## src/rtl/sm4rc_pkg.sv

```systemverilog
// Package for the SM4-structured round cipher: beat types, action codes and
// the round function helpers (substitution and linear mix).
// Depends on nothing; used by sm4_style_round_cipher.
package sm4rc_pkg;

  localparam int unsigned WordW  = 32;
  localparam int unsigned KeyDepth = 32;
  localparam int unsigned KeyAw  = 5;

  // Action codes carried in the input beat.
  localparam logic ActLoadKey = 1'b0;
  localparam logic ActEncrypt = 1'b1;

  // Each byte of the round input is XORed with this before the linear mix.
  localparam logic [WordW-1:0] SubMask = 32'hA5A5_A5A5;

  typedef logic [WordW-1:0] word_t;

  typedef struct packed {
    logic             action;
    logic [KeyAw-1:0] key_index;
    word_t            key_word;
    word_t            word0;
    word_t            word1;
    word_t            word2;
    word_t            word3;
  } in_t;

  typedef struct packed {
    word_t out0;
    word_t out1;
    word_t out2;
    word_t out3;
  } out_t;

  // Simplified substitution: every byte XOR 0xA5.
  function automatic word_t sm4rc_sub(input word_t v);
    return v ^ SubMask;
  endfunction

  // SM4 linear transform L: B ^ rotl2 ^ rotl10 ^ rotl18 ^ rotl24.
  function automatic word_t sm4rc_mix(input word_t b);
    word_t r2, r10, r18, r24;
    r2  = {b[29:0], b[31:30]};
    r10 = {b[21:0], b[31:22]};
    r18 = {b[13:0], b[31:14]};
    r24 = {b[7:0],  b[31:8]};
    return b ^ r2 ^ r10 ^ r18 ^ r24;
  endfunction

endpackage

```

## src/rtl/sm4_style_round_cipher.sv

```systemverilog
// Top level of the SM4-structured round cipher: round-key store, round
// sequencer, one shared round unit and the output register.
// Depends on sm4rc_pkg for beat types, action codes and round helpers.

// Each input beat either loads one 32-bit round key into a 32-entry store
// (no result) or encrypts a 128-bit block given as four words. An encrypt
// beat occupies the block for its rounds and the finish state: one shared
// round unit computes one round per cycle, fed by the key store whose
// registered read port fetches the next round's key while the current
// round runs, and the finish state then moves the finished words into the
// output register. The input side is ready only while idle, so key loads
// and the next block may be accepted while a finished result still waits
// in the output register; a second result then waits in the round
// registers until the first has been taken. Round i uses key i, so every
// key that a block will read must be loaded before the block is sent; the
// store has no reset and unloaded entries read as arbitrary values. The
// substitution is a byte-wise XOR with 0xA5 followed by the SM4 linear
// mix; there is no standard S-box, no key schedule and no final word
// reversal, so the result words leave in state order.
module sm4_style_round_cipher #(
  parameter int unsigned ROUNDS = 32
) (
  input  logic             clk_i,
  input  logic             rst_ni,
  input  logic             in_valid_i,
  output logic             in_ready_o,
  input  sm4rc_pkg::in_t   in_data_i,
  output logic             out_valid_o,
  input  logic             out_ready_i,
  output sm4rc_pkg::out_t  out_data_o
);

  typedef enum logic [1:0] {
    StIdle,
    StRound,
    StFinish
  } state_e;

  localparam logic [sm4rc_pkg::KeyAw-1:0] LastRound = sm4rc_pkg::KeyAw'(ROUNDS - 1);

  state_e                        state_q, state_d;
  logic [sm4rc_pkg::KeyAw-1:0]   rnd_q, rnd_d;
  logic                          out_valid_q, out_valid_d;
  sm4rc_pkg::out_t               out_data_q, out_data_d;

  sm4rc_pkg::word_t              w0_q, w1_q, w2_q, w3_q;
  sm4rc_pkg::word_t              key_rd_q;
  sm4rc_pkg::word_t              key_mem [sm4rc_pkg::KeyDepth];

  logic                          in_fire, load_fire, enc_fire;
  logic                          round_en;
  logic [sm4rc_pkg::KeyAw-1:0]   rd_addr;
  sm4rc_pkg::word_t              round_in, fresh;

  assign in_ready_o = (state_q == StIdle);
  assign in_fire    = in_valid_i && in_ready_o;
  assign load_fire  = in_fire && (in_data_i.action == sm4rc_pkg::ActLoadKey);
  assign enc_fire   = in_fire && (in_data_i.action == sm4rc_pkg::ActEncrypt);
  assign round_en   = (state_q == StRound);

  // Key for round 0 is fetched on acceptance; during round r the key for
  // round r + 1 is fetched, wrapping naturally at the store depth.
  assign rd_addr = (state_q == StRound) ? rnd_q + 1'b1 : '0;

  // The shared round unit.
  assign round_in = w1_q ^ w2_q ^ w3_q ^ key_rd_q;
  assign fresh    = w0_q ^ sm4rc_pkg::sm4rc_mix(sm4rc_pkg::sm4rc_sub(round_in));

  always_ff @(posedge clk_i) begin
    if (load_fire) begin
      key_mem[in_data_i.key_index] <= in_data_i.key_word;
    end
    key_rd_q <= key_mem[rd_addr];
  end

  always_ff @(posedge clk_i) begin
    if (enc_fire) begin
      w0_q <= in_data_i.word0;
      w1_q <= in_data_i.word1;
      w2_q <= in_data_i.word2;
      w3_q <= in_data_i.word3;
    end else if (round_en) begin
      w0_q <= w1_q;
      w1_q <= w2_q;
      w2_q <= w3_q;
      w3_q <= fresh;
    end
  end

  always_comb begin
    state_d     = state_q;
    rnd_d       = rnd_q;
    out_valid_d = out_valid_q;
    out_data_d  = out_data_q;

    if (out_valid_q && out_ready_i) begin
      out_valid_d = 1'b0;
    end

    unique case (state_q)
      StIdle: begin
        if (enc_fire) begin
          rnd_d   = '0;
          state_d = StRound;
        end
      end
      StRound: begin
        rnd_d = rnd_q + 1'b1;
        if (rnd_q == LastRound) begin
          state_d = StFinish;
        end
      end
      StFinish: begin
        if (!out_valid_q || out_ready_i) begin
          out_valid_d = 1'b1;
          out_data_d  = '{out0: w0_q, out1: w1_q, out2: w2_q, out3: w3_q};
          state_d     = StIdle;
        end
      end
      default: begin
        state_d = StIdle;
      end
    endcase
  end

  always_ff @(posedge clk_i or negedge rst_ni) begin
    if (!rst_ni) begin
      state_q     <= StIdle;
      rnd_q       <= '0;
      out_valid_q <= 1'b0;
      out_data_q  <= '0;
    end else begin
      state_q     <= state_d;
      rnd_q       <= rnd_d;
      out_valid_q <= out_valid_d;
      out_data_q  <= out_data_d;
    end
  end

  assign out_valid_o = out_valid_q;
  assign out_data_o  = out_data_q;

endmodule

```

## config.mk

```make
export PLATFORM = sky130hd
export DESIGN_NAME = sm4_style_round_cipher
export DESIGN_NICKNAME = d
export VERILOG_FILES = /design/src/rtl/sm4rc_pkg.sv /design/src/rtl/sm4_style_round_cipher.sv
export SDC_FILE = /design/constraint.sdc
export NUM_CORES = 2
export LEC_CHECK = 0
export BUFFER_PORTS_ARGS = -buffer_cell sky130_fd_sc_hd__buf_4
export CORE_MARGIN = 3
export CORE_UTILIZATION = 50
export CTS_BUF_LIST = sky130_fd_sc_hd__clkbuf_8 sky130_fd_sc_hd__clkbuf_16
export CTS_CLUSTER_SIZE = 40
export DETAILED_ROUTE_END_ITERATION = 10
export GPL_TIMING_DRIVEN = 1
export PLACE_DENSITY_LB_ADDON = 0.25
export SLEW_MARGIN = 15
export SYNTH_ARGS = -nofsm -noshare
export SYNTH_HDL_FRONTEND = slang
export SYNTH_SLANG_ARGS = --single-unit
```

## constraint.sdc

```tcl
create_clock -name clk_i -period 6.8 [get_ports clk_i]
set_clock_uncertainty 0.2 [all_clocks]
set_input_delay 0.34 -clock clk_i [delete_from_list [all_inputs] [get_ports clk_i]]
set_output_delay 0.34 -clock clk_i [all_outputs]
set_load 0.05 [all_outputs]
```

==> Word level (Yosys, flattened, before mapping) <==
Memories as Yosys holds them, arrays and structs flattened. A register that Yosys moved wholly into a read port is not among the register bits.
Index checks and enable logic that the tools add are counted.
{ "word_totals": {"output_inout_bits": 130, "register_bits": 264, "mem_count": 1, "ram_bits": 1024, "word_cells": 61, "input_bits": 170} }
{ "op_classes": {"eq_ne": 6, "mux": 20, "n_reduce_logical": 12, "add_sub_neg": 1, "bitwise_logic": 10} }
{ "memory_table": {"columns": ["name", "depth", "width", "rd", "rd_clocked_by_memory_dff", "wr", "line", "source"], "rows": [
  ["key_mem", 32, 32, 1, 1, 1, "sm4_style_round_cipher.sv:48", "sm4rc_pkg::word_t key_mem [sm4rc_pkg::KeyDepth];"]
]} }
{ "ops": {"columns": ["operator", "n"], "rows": [
  ["$mux 32", 8],
  ["$xor 32x32->32", 8],
  ["$not 16->16", 1],
  ["$mux 5", 2],
  ["$pmux 5 s2", 1],
  ["$mux 2", 3],
  ["$pmux 2 s3", 1],
  ["$add 5x1->5 const B", 1],
  ["$eq 5x5->1 const B", 1],
  ["$mux 1", 5],
  ["$logic_and 1x1->1", 4],
  ["$ne 2x1->1 const B", 2],
  ["$reduce_and 2->1", 2],
  ["$reduce_bool 2->1", 2],
  ["$reduce_and 3->1", 1],
  ["$eq 2x1->1 const B", 1],
  ["$eq 2x2->1 const B", 1],
  ["$logic_not 2->1", 1],
  ["$ne 2x2->1 const B", 1],
  ["$logic_not 1->1", 1],
  ["$logic_or 1x1->1", 1],
  ["$not 1->1", 1]
]} }

==> Logic depth before layout (Yosys ltp) <==
{ "depth": {"ltp_word": 11, "ltp_mapped": 10, "depth_no_buf": 7} }

==> Worst setup path after synthesis <==
No wires, ideal clock.
{ "synth_path": {"path_type": "register to register", "start": "reg state_q[0]", "end": "reg w0_q[0], enable pin", "n_path_buf": 1, "synth_period_minus_slack_ns": 5.018, "required_ns": 6.119, "slack_ns": 1.782, "setup_time_ns": 0.481, "path_stages_with_launch": 6, "arrival_time_ns": 4.337, "path_cell_list": "dfrtp_1 > nor2_1 > and3_1 > clkbuf_1 > nor2_1 > inv_1"} }
{ "synth_between": {"elab_chain_cells": 4, "word_cells_on_any_way": 5, "classes_between": "1 x eq/ne; 4 x reduce/logical"} }
{ "synth_rtl": {"columns": ["item", "line", "source"], "rows": [
  ["from (decl)", "sm4_style_round_cipher.sv:41", "state_e state_q, state_d;"],
  ["from (signal assigned)", "sm4_style_round_cipher.sv:128", "state_q <= StIdle;"],
  ["from (signal assigned)", "sm4_style_round_cipher.sv:133", "state_q <= state_d;"],
  ["$logic_not 2->1", "sm4_style_round_cipher.sv:55", "assign in_ready_o = (state_q == StIdle);"],
  ["net in_ready_o", "sm4_style_round_cipher.sv:26", "output logic in_ready_o,"],
  ["$logic_and 1x1->1", "sm4_style_round_cipher.sv:56", "assign in_fire = in_valid_i && in_ready_o;"],
  ["$logic_and 1x1->1", "sm4_style_round_cipher.sv:58", "assign enc_fire = in_fire && (in_data_i.action == sm4rc_pkg::ActEncrypt);"],
  ["$reduce_bool 2->1 (no line)", null, null],
  ["to (signal assigned)", "sm4_style_round_cipher.sv:78", "w0_q <= in_data_i.word0;"],
  ["to (signal assigned)", "sm4_style_round_cipher.sv:83", "w0_q <= w1_q;"],
  ["to (decl)", "sm4_style_round_cipher.sv:46", "sm4rc_pkg::word_t w0_q, w1_q, w2_q, w3_q;"]
]} }
The timed path passes the listed nets, and every way through them passes these cells.
A chain may end at the register's enable or synchronous reset.

==> Final worst setup path <==
{ "layout_path": {"start": "reg rnd_q[0] (netlist bit)", "end": "reg key_rd_q[22], read port of key_mem"} }
{ "layout_between": {"elab_chain_cells": 2} }
{ "layout_rtl": {"columns": ["item", "line", "source"], "rows": [
  ["from (decl)", "sm4_style_round_cipher.sv:42", "logic [sm4rc_pkg::KeyAw-1:0] rnd_q, rnd_d;"],
  ["from (signal assigned)", "sm4_style_round_cipher.sv:134", "rnd_q <= rnd_d;"],
  ["$add 5x1->5", "sm4_style_round_cipher.sv:63", "assign rd_addr = (state_q == StRound) ? rnd_q + 1'b1 : '0;"],
  ["$mux 5", "sm4_style_round_cipher.sv:63", null],
  ["to (decl)", "sm4_style_round_cipher.sv:47", "sm4rc_pkg::word_t key_rd_q;"]
]} }
No other way between the ends.

==> impl_metrics.ini <==
[power_and_ir_drop]
netSwitchingFraction = 0.407
vdd_ir_drop_max_uv = 677
leakage_nw = 22.8
seq_power_share = 0.309
power_switching_mw = 14.8
intPower_mw = 21.5
comb_power_share = 0.490
power.density_mw_per_mm2 = 576
pwr-share-clk = 0.201

[final_layout]
drive_gt1_frac = 0.218
finish.net_count = 3911
fin_cells = 5230
area_delta_synth_final_pct = 19.0
finalInstanceArea_mm2 = 0.0630

[clocking]
clk_pin_slew_worst_paths_ns = 0.06
cts_resized = 0
clk_latency_ns = 0.74
cts_tree = done
ctsLongestPathBuffers = 3
htreeDepth = 4
cts-hold-fix-buffers = 162
cts_root_buf = clkbuf_16
cts_sinks = 1320
cts_made_buffers = 133
postCtsSetupRepairBufs = 0

[critical_path]
cp_max_fo = 66
critPathArrivalTime_ns = 4.89
reg2reg_slack_ns = 2.36
worst-setup-path-type = reg2reg
required_ns = 7.25
crit_path_end_kind = flop
crit_path_start_kind = flop

[logic_synthesis]
netlist_area_mm2 = 0.0529
synth-adder-area-share = 0.000473
synth.top_cell.area_share = 0.653
yosys-mux-area-fraction = 0.104
synth_cell_types = 50
synth_area_leader_cell = edfxtp_1
synthTopCellsByArea = edfxtp_1 65%, dfrtp_1 6.4%, mux4_2 4.1%, mux2i_1 3.5%, xnor2_1 3.1%
synth-seq-area-share = 0.730
ys_warn_count = 0
synth_nets = 3454
ys_ff_latch = 1320
avgSynthCellArea_um2 = 16.1
syn_inst = 3282
synth_compound_area_frac = 0.0652
synth-edff-count = 1152
synth_simple_gate_area_frac = 0.0462
synthXorXnorAreaFrac = 0.0378
async_flop_share = 0.103
ys.flop_type = edfxtp_1
synth_top_family_by_area = multiplexers

[route]
drt_wl_total_mm = 146
firstDrtPassIters = 5
drc = 0
vias = 31261
ant_nets = 0
drt_iter0_drc = 3425
vias_per_cell = 5.98
routedWlPerCell_um = 28.0

[placed_design]
portBuffers = 299
numPlacedInstances = 4822
dpl.hpwl_mm = 89.4
place.gp.congestion = 0.855
dpl_cell_area_mm2 = 0.0570

[sta]
worst_slew_pin_slew_ns = 1.17
rsz0062_at_grt = false
tns_ns = 0
final-setup-viol-count = 0
post-route-min-period_ns = 4.44
fmax_mhz = 225
slew_headroom = 0.218
hold_viol_final = 0
slew_violations = 0
period_share = 0.653

[global_routing]
grt_pass1_vias = 30326
antenna_found_initial = 1
grt_use_total = 0.264
grt_max_degree = 129
grt_pass1_wl_mm = 214
grt_overflow = 0

[floorplan]
initial_core_util = 0.508
die_h_um = 331
io-pin-count = 300
rows = 118
die_w_um = 331
dieArea_mm2 = 0.110
core_mm2 = 0.104

[flow_run]
maxCapViolCount = 0

[min_path]
hp-class = in2async

[run_status]
outcome = complete, no violations
layout make-up:
type,count,area [um^2]
clock buffers,147,3590
clock inverters,98,805
flip-flops and latches,1320,38600
inverters,4,25.0
fillers,7632,41200
repair buffers,524,4430
diodes,1,2.50
multi-input cells,1756,13800
well taps,1380,1730
state kept, by name, indices dropped and copies added, names as in the netlist, 5 cells and up:
name and flops:
key_mem 1024, w3_q 32, rnd_q 5, w1_q 32, out_data_o 128, w2_q 32, key_rd_q 32, w0_q 32
cell usage after synthesis (2+ instances only):
library cell	instances
edfxtp_1	1152
nand2_1	389
xnor2_1	187
mux2i_1	186
clkbuf_1	141
dfrtp_1	136
mux2_2	130
nor2_1	116
o21ai_0	114
mux4_2	97
a21oi_1	86
nand2b_1	68
a31oi_1	62
xor2_1	38
o211ai_1	34
o221ai_1	34
dfxtp_1	32
a221oi_1	31
a32oi_1	31
o31ai_1	31
a22oi_1	30
a2bb2oi_1	30
o22ai_1	30
buf_1	25
buf_2	20
buf_4	14
nand3_1	5
inv_1	4
nor2b_1	3
a211oi_1	2
and2_1	2
and3_1	2
ha_1	2
nor3_1	2
worst max-delay path, cell delays in order, from the launching register on:
cell       delay (ns)
dfrtp_4          0.97
ha_2             0.31
buf_4            0.66
nand2_2          0.65
a21oi_4          0.67
buf_4            0.46
a32oi_1          0.17
a2bb2oi_1        0.22
path summary, 6_finish.rpt:
check,cells after the start,startpoint,endpoint
max,7,rnd_q[0],key_rd_q[22]
min in group clk_i,4,in_data_i[49],w2_q[17]
max reg2reg,7,rnd_q[0],key_rd_q[22]
min reg2reg,2,rnd_q[4],rnd_q[4]
max in group asynchronous,3,rst_ni,rnd_q[0]
min,2,rst_ni,out_data_o[114]
cells in the final DEF (no fill, tap or decap), drive strengths merged, types with 34 or more instances in the layout:
cell         instances
mux2               131
a21oi               86
xor2                39
clkinv              38
nand2b              68
edfxtp            1152
o221ai              34
a31oi               62
inv                 45
mux2i              186
dfrtp              136
nor2               117
dlygate4sd3        162
mux4                97
o211ai              34
o21ai              115
nand2              389
xnor2              188
buf                362
clkbuf             147
through the flow:
step / total power [mW] / hold WS [ns] / setup slack, ns / util
final: 36.3 / 0.0837 / 2.36 / 0.605
after global routing: 38.0 / 0.104 / 2.19 / 0.605
after CTS: 36.4 / 0.0445 / 2.39 / 0.605
after detailed placement: 29.0 / 0.263 / 2.40 / 0.547
after global placement: 28.8 / 0.258 / 2.43 / 0.546
after floorplan: 23.3 / -0.156 / 1.78 / -
logic make-up after synthesis:
kind of cell | Yosys count
AO/OA/AOI/OAI | 520
XOR/XNOR | 227
adder cells (fa/ha/maj) | 2
buffers and inverters | 206
flip-flops | 1320
multiplexers | 414
AND/OR/NAND/NOR | 593
power groups by stage:
stage	sequential (mW)	combinational [mW]	clock (mW)
floorplan	11.4	11.9	0
global placement	11.4	17.4	0
detailed placement	11.4	17.6	0
CTS	11.2	17.8	7.37
global route	11.3	19.0	7.71
finish	11.2	17.8	7.28
per-layer routing:
metal  share of wire  up-vias  track usage
met5               0        -            0
met4           0.024        0       0.0697
met3           0.097      224       0.0575
met2            0.47     1628        0.415
met1            0.40    15920        0.377
li1                -    13489            -
(Power assumes the default switching activity.)
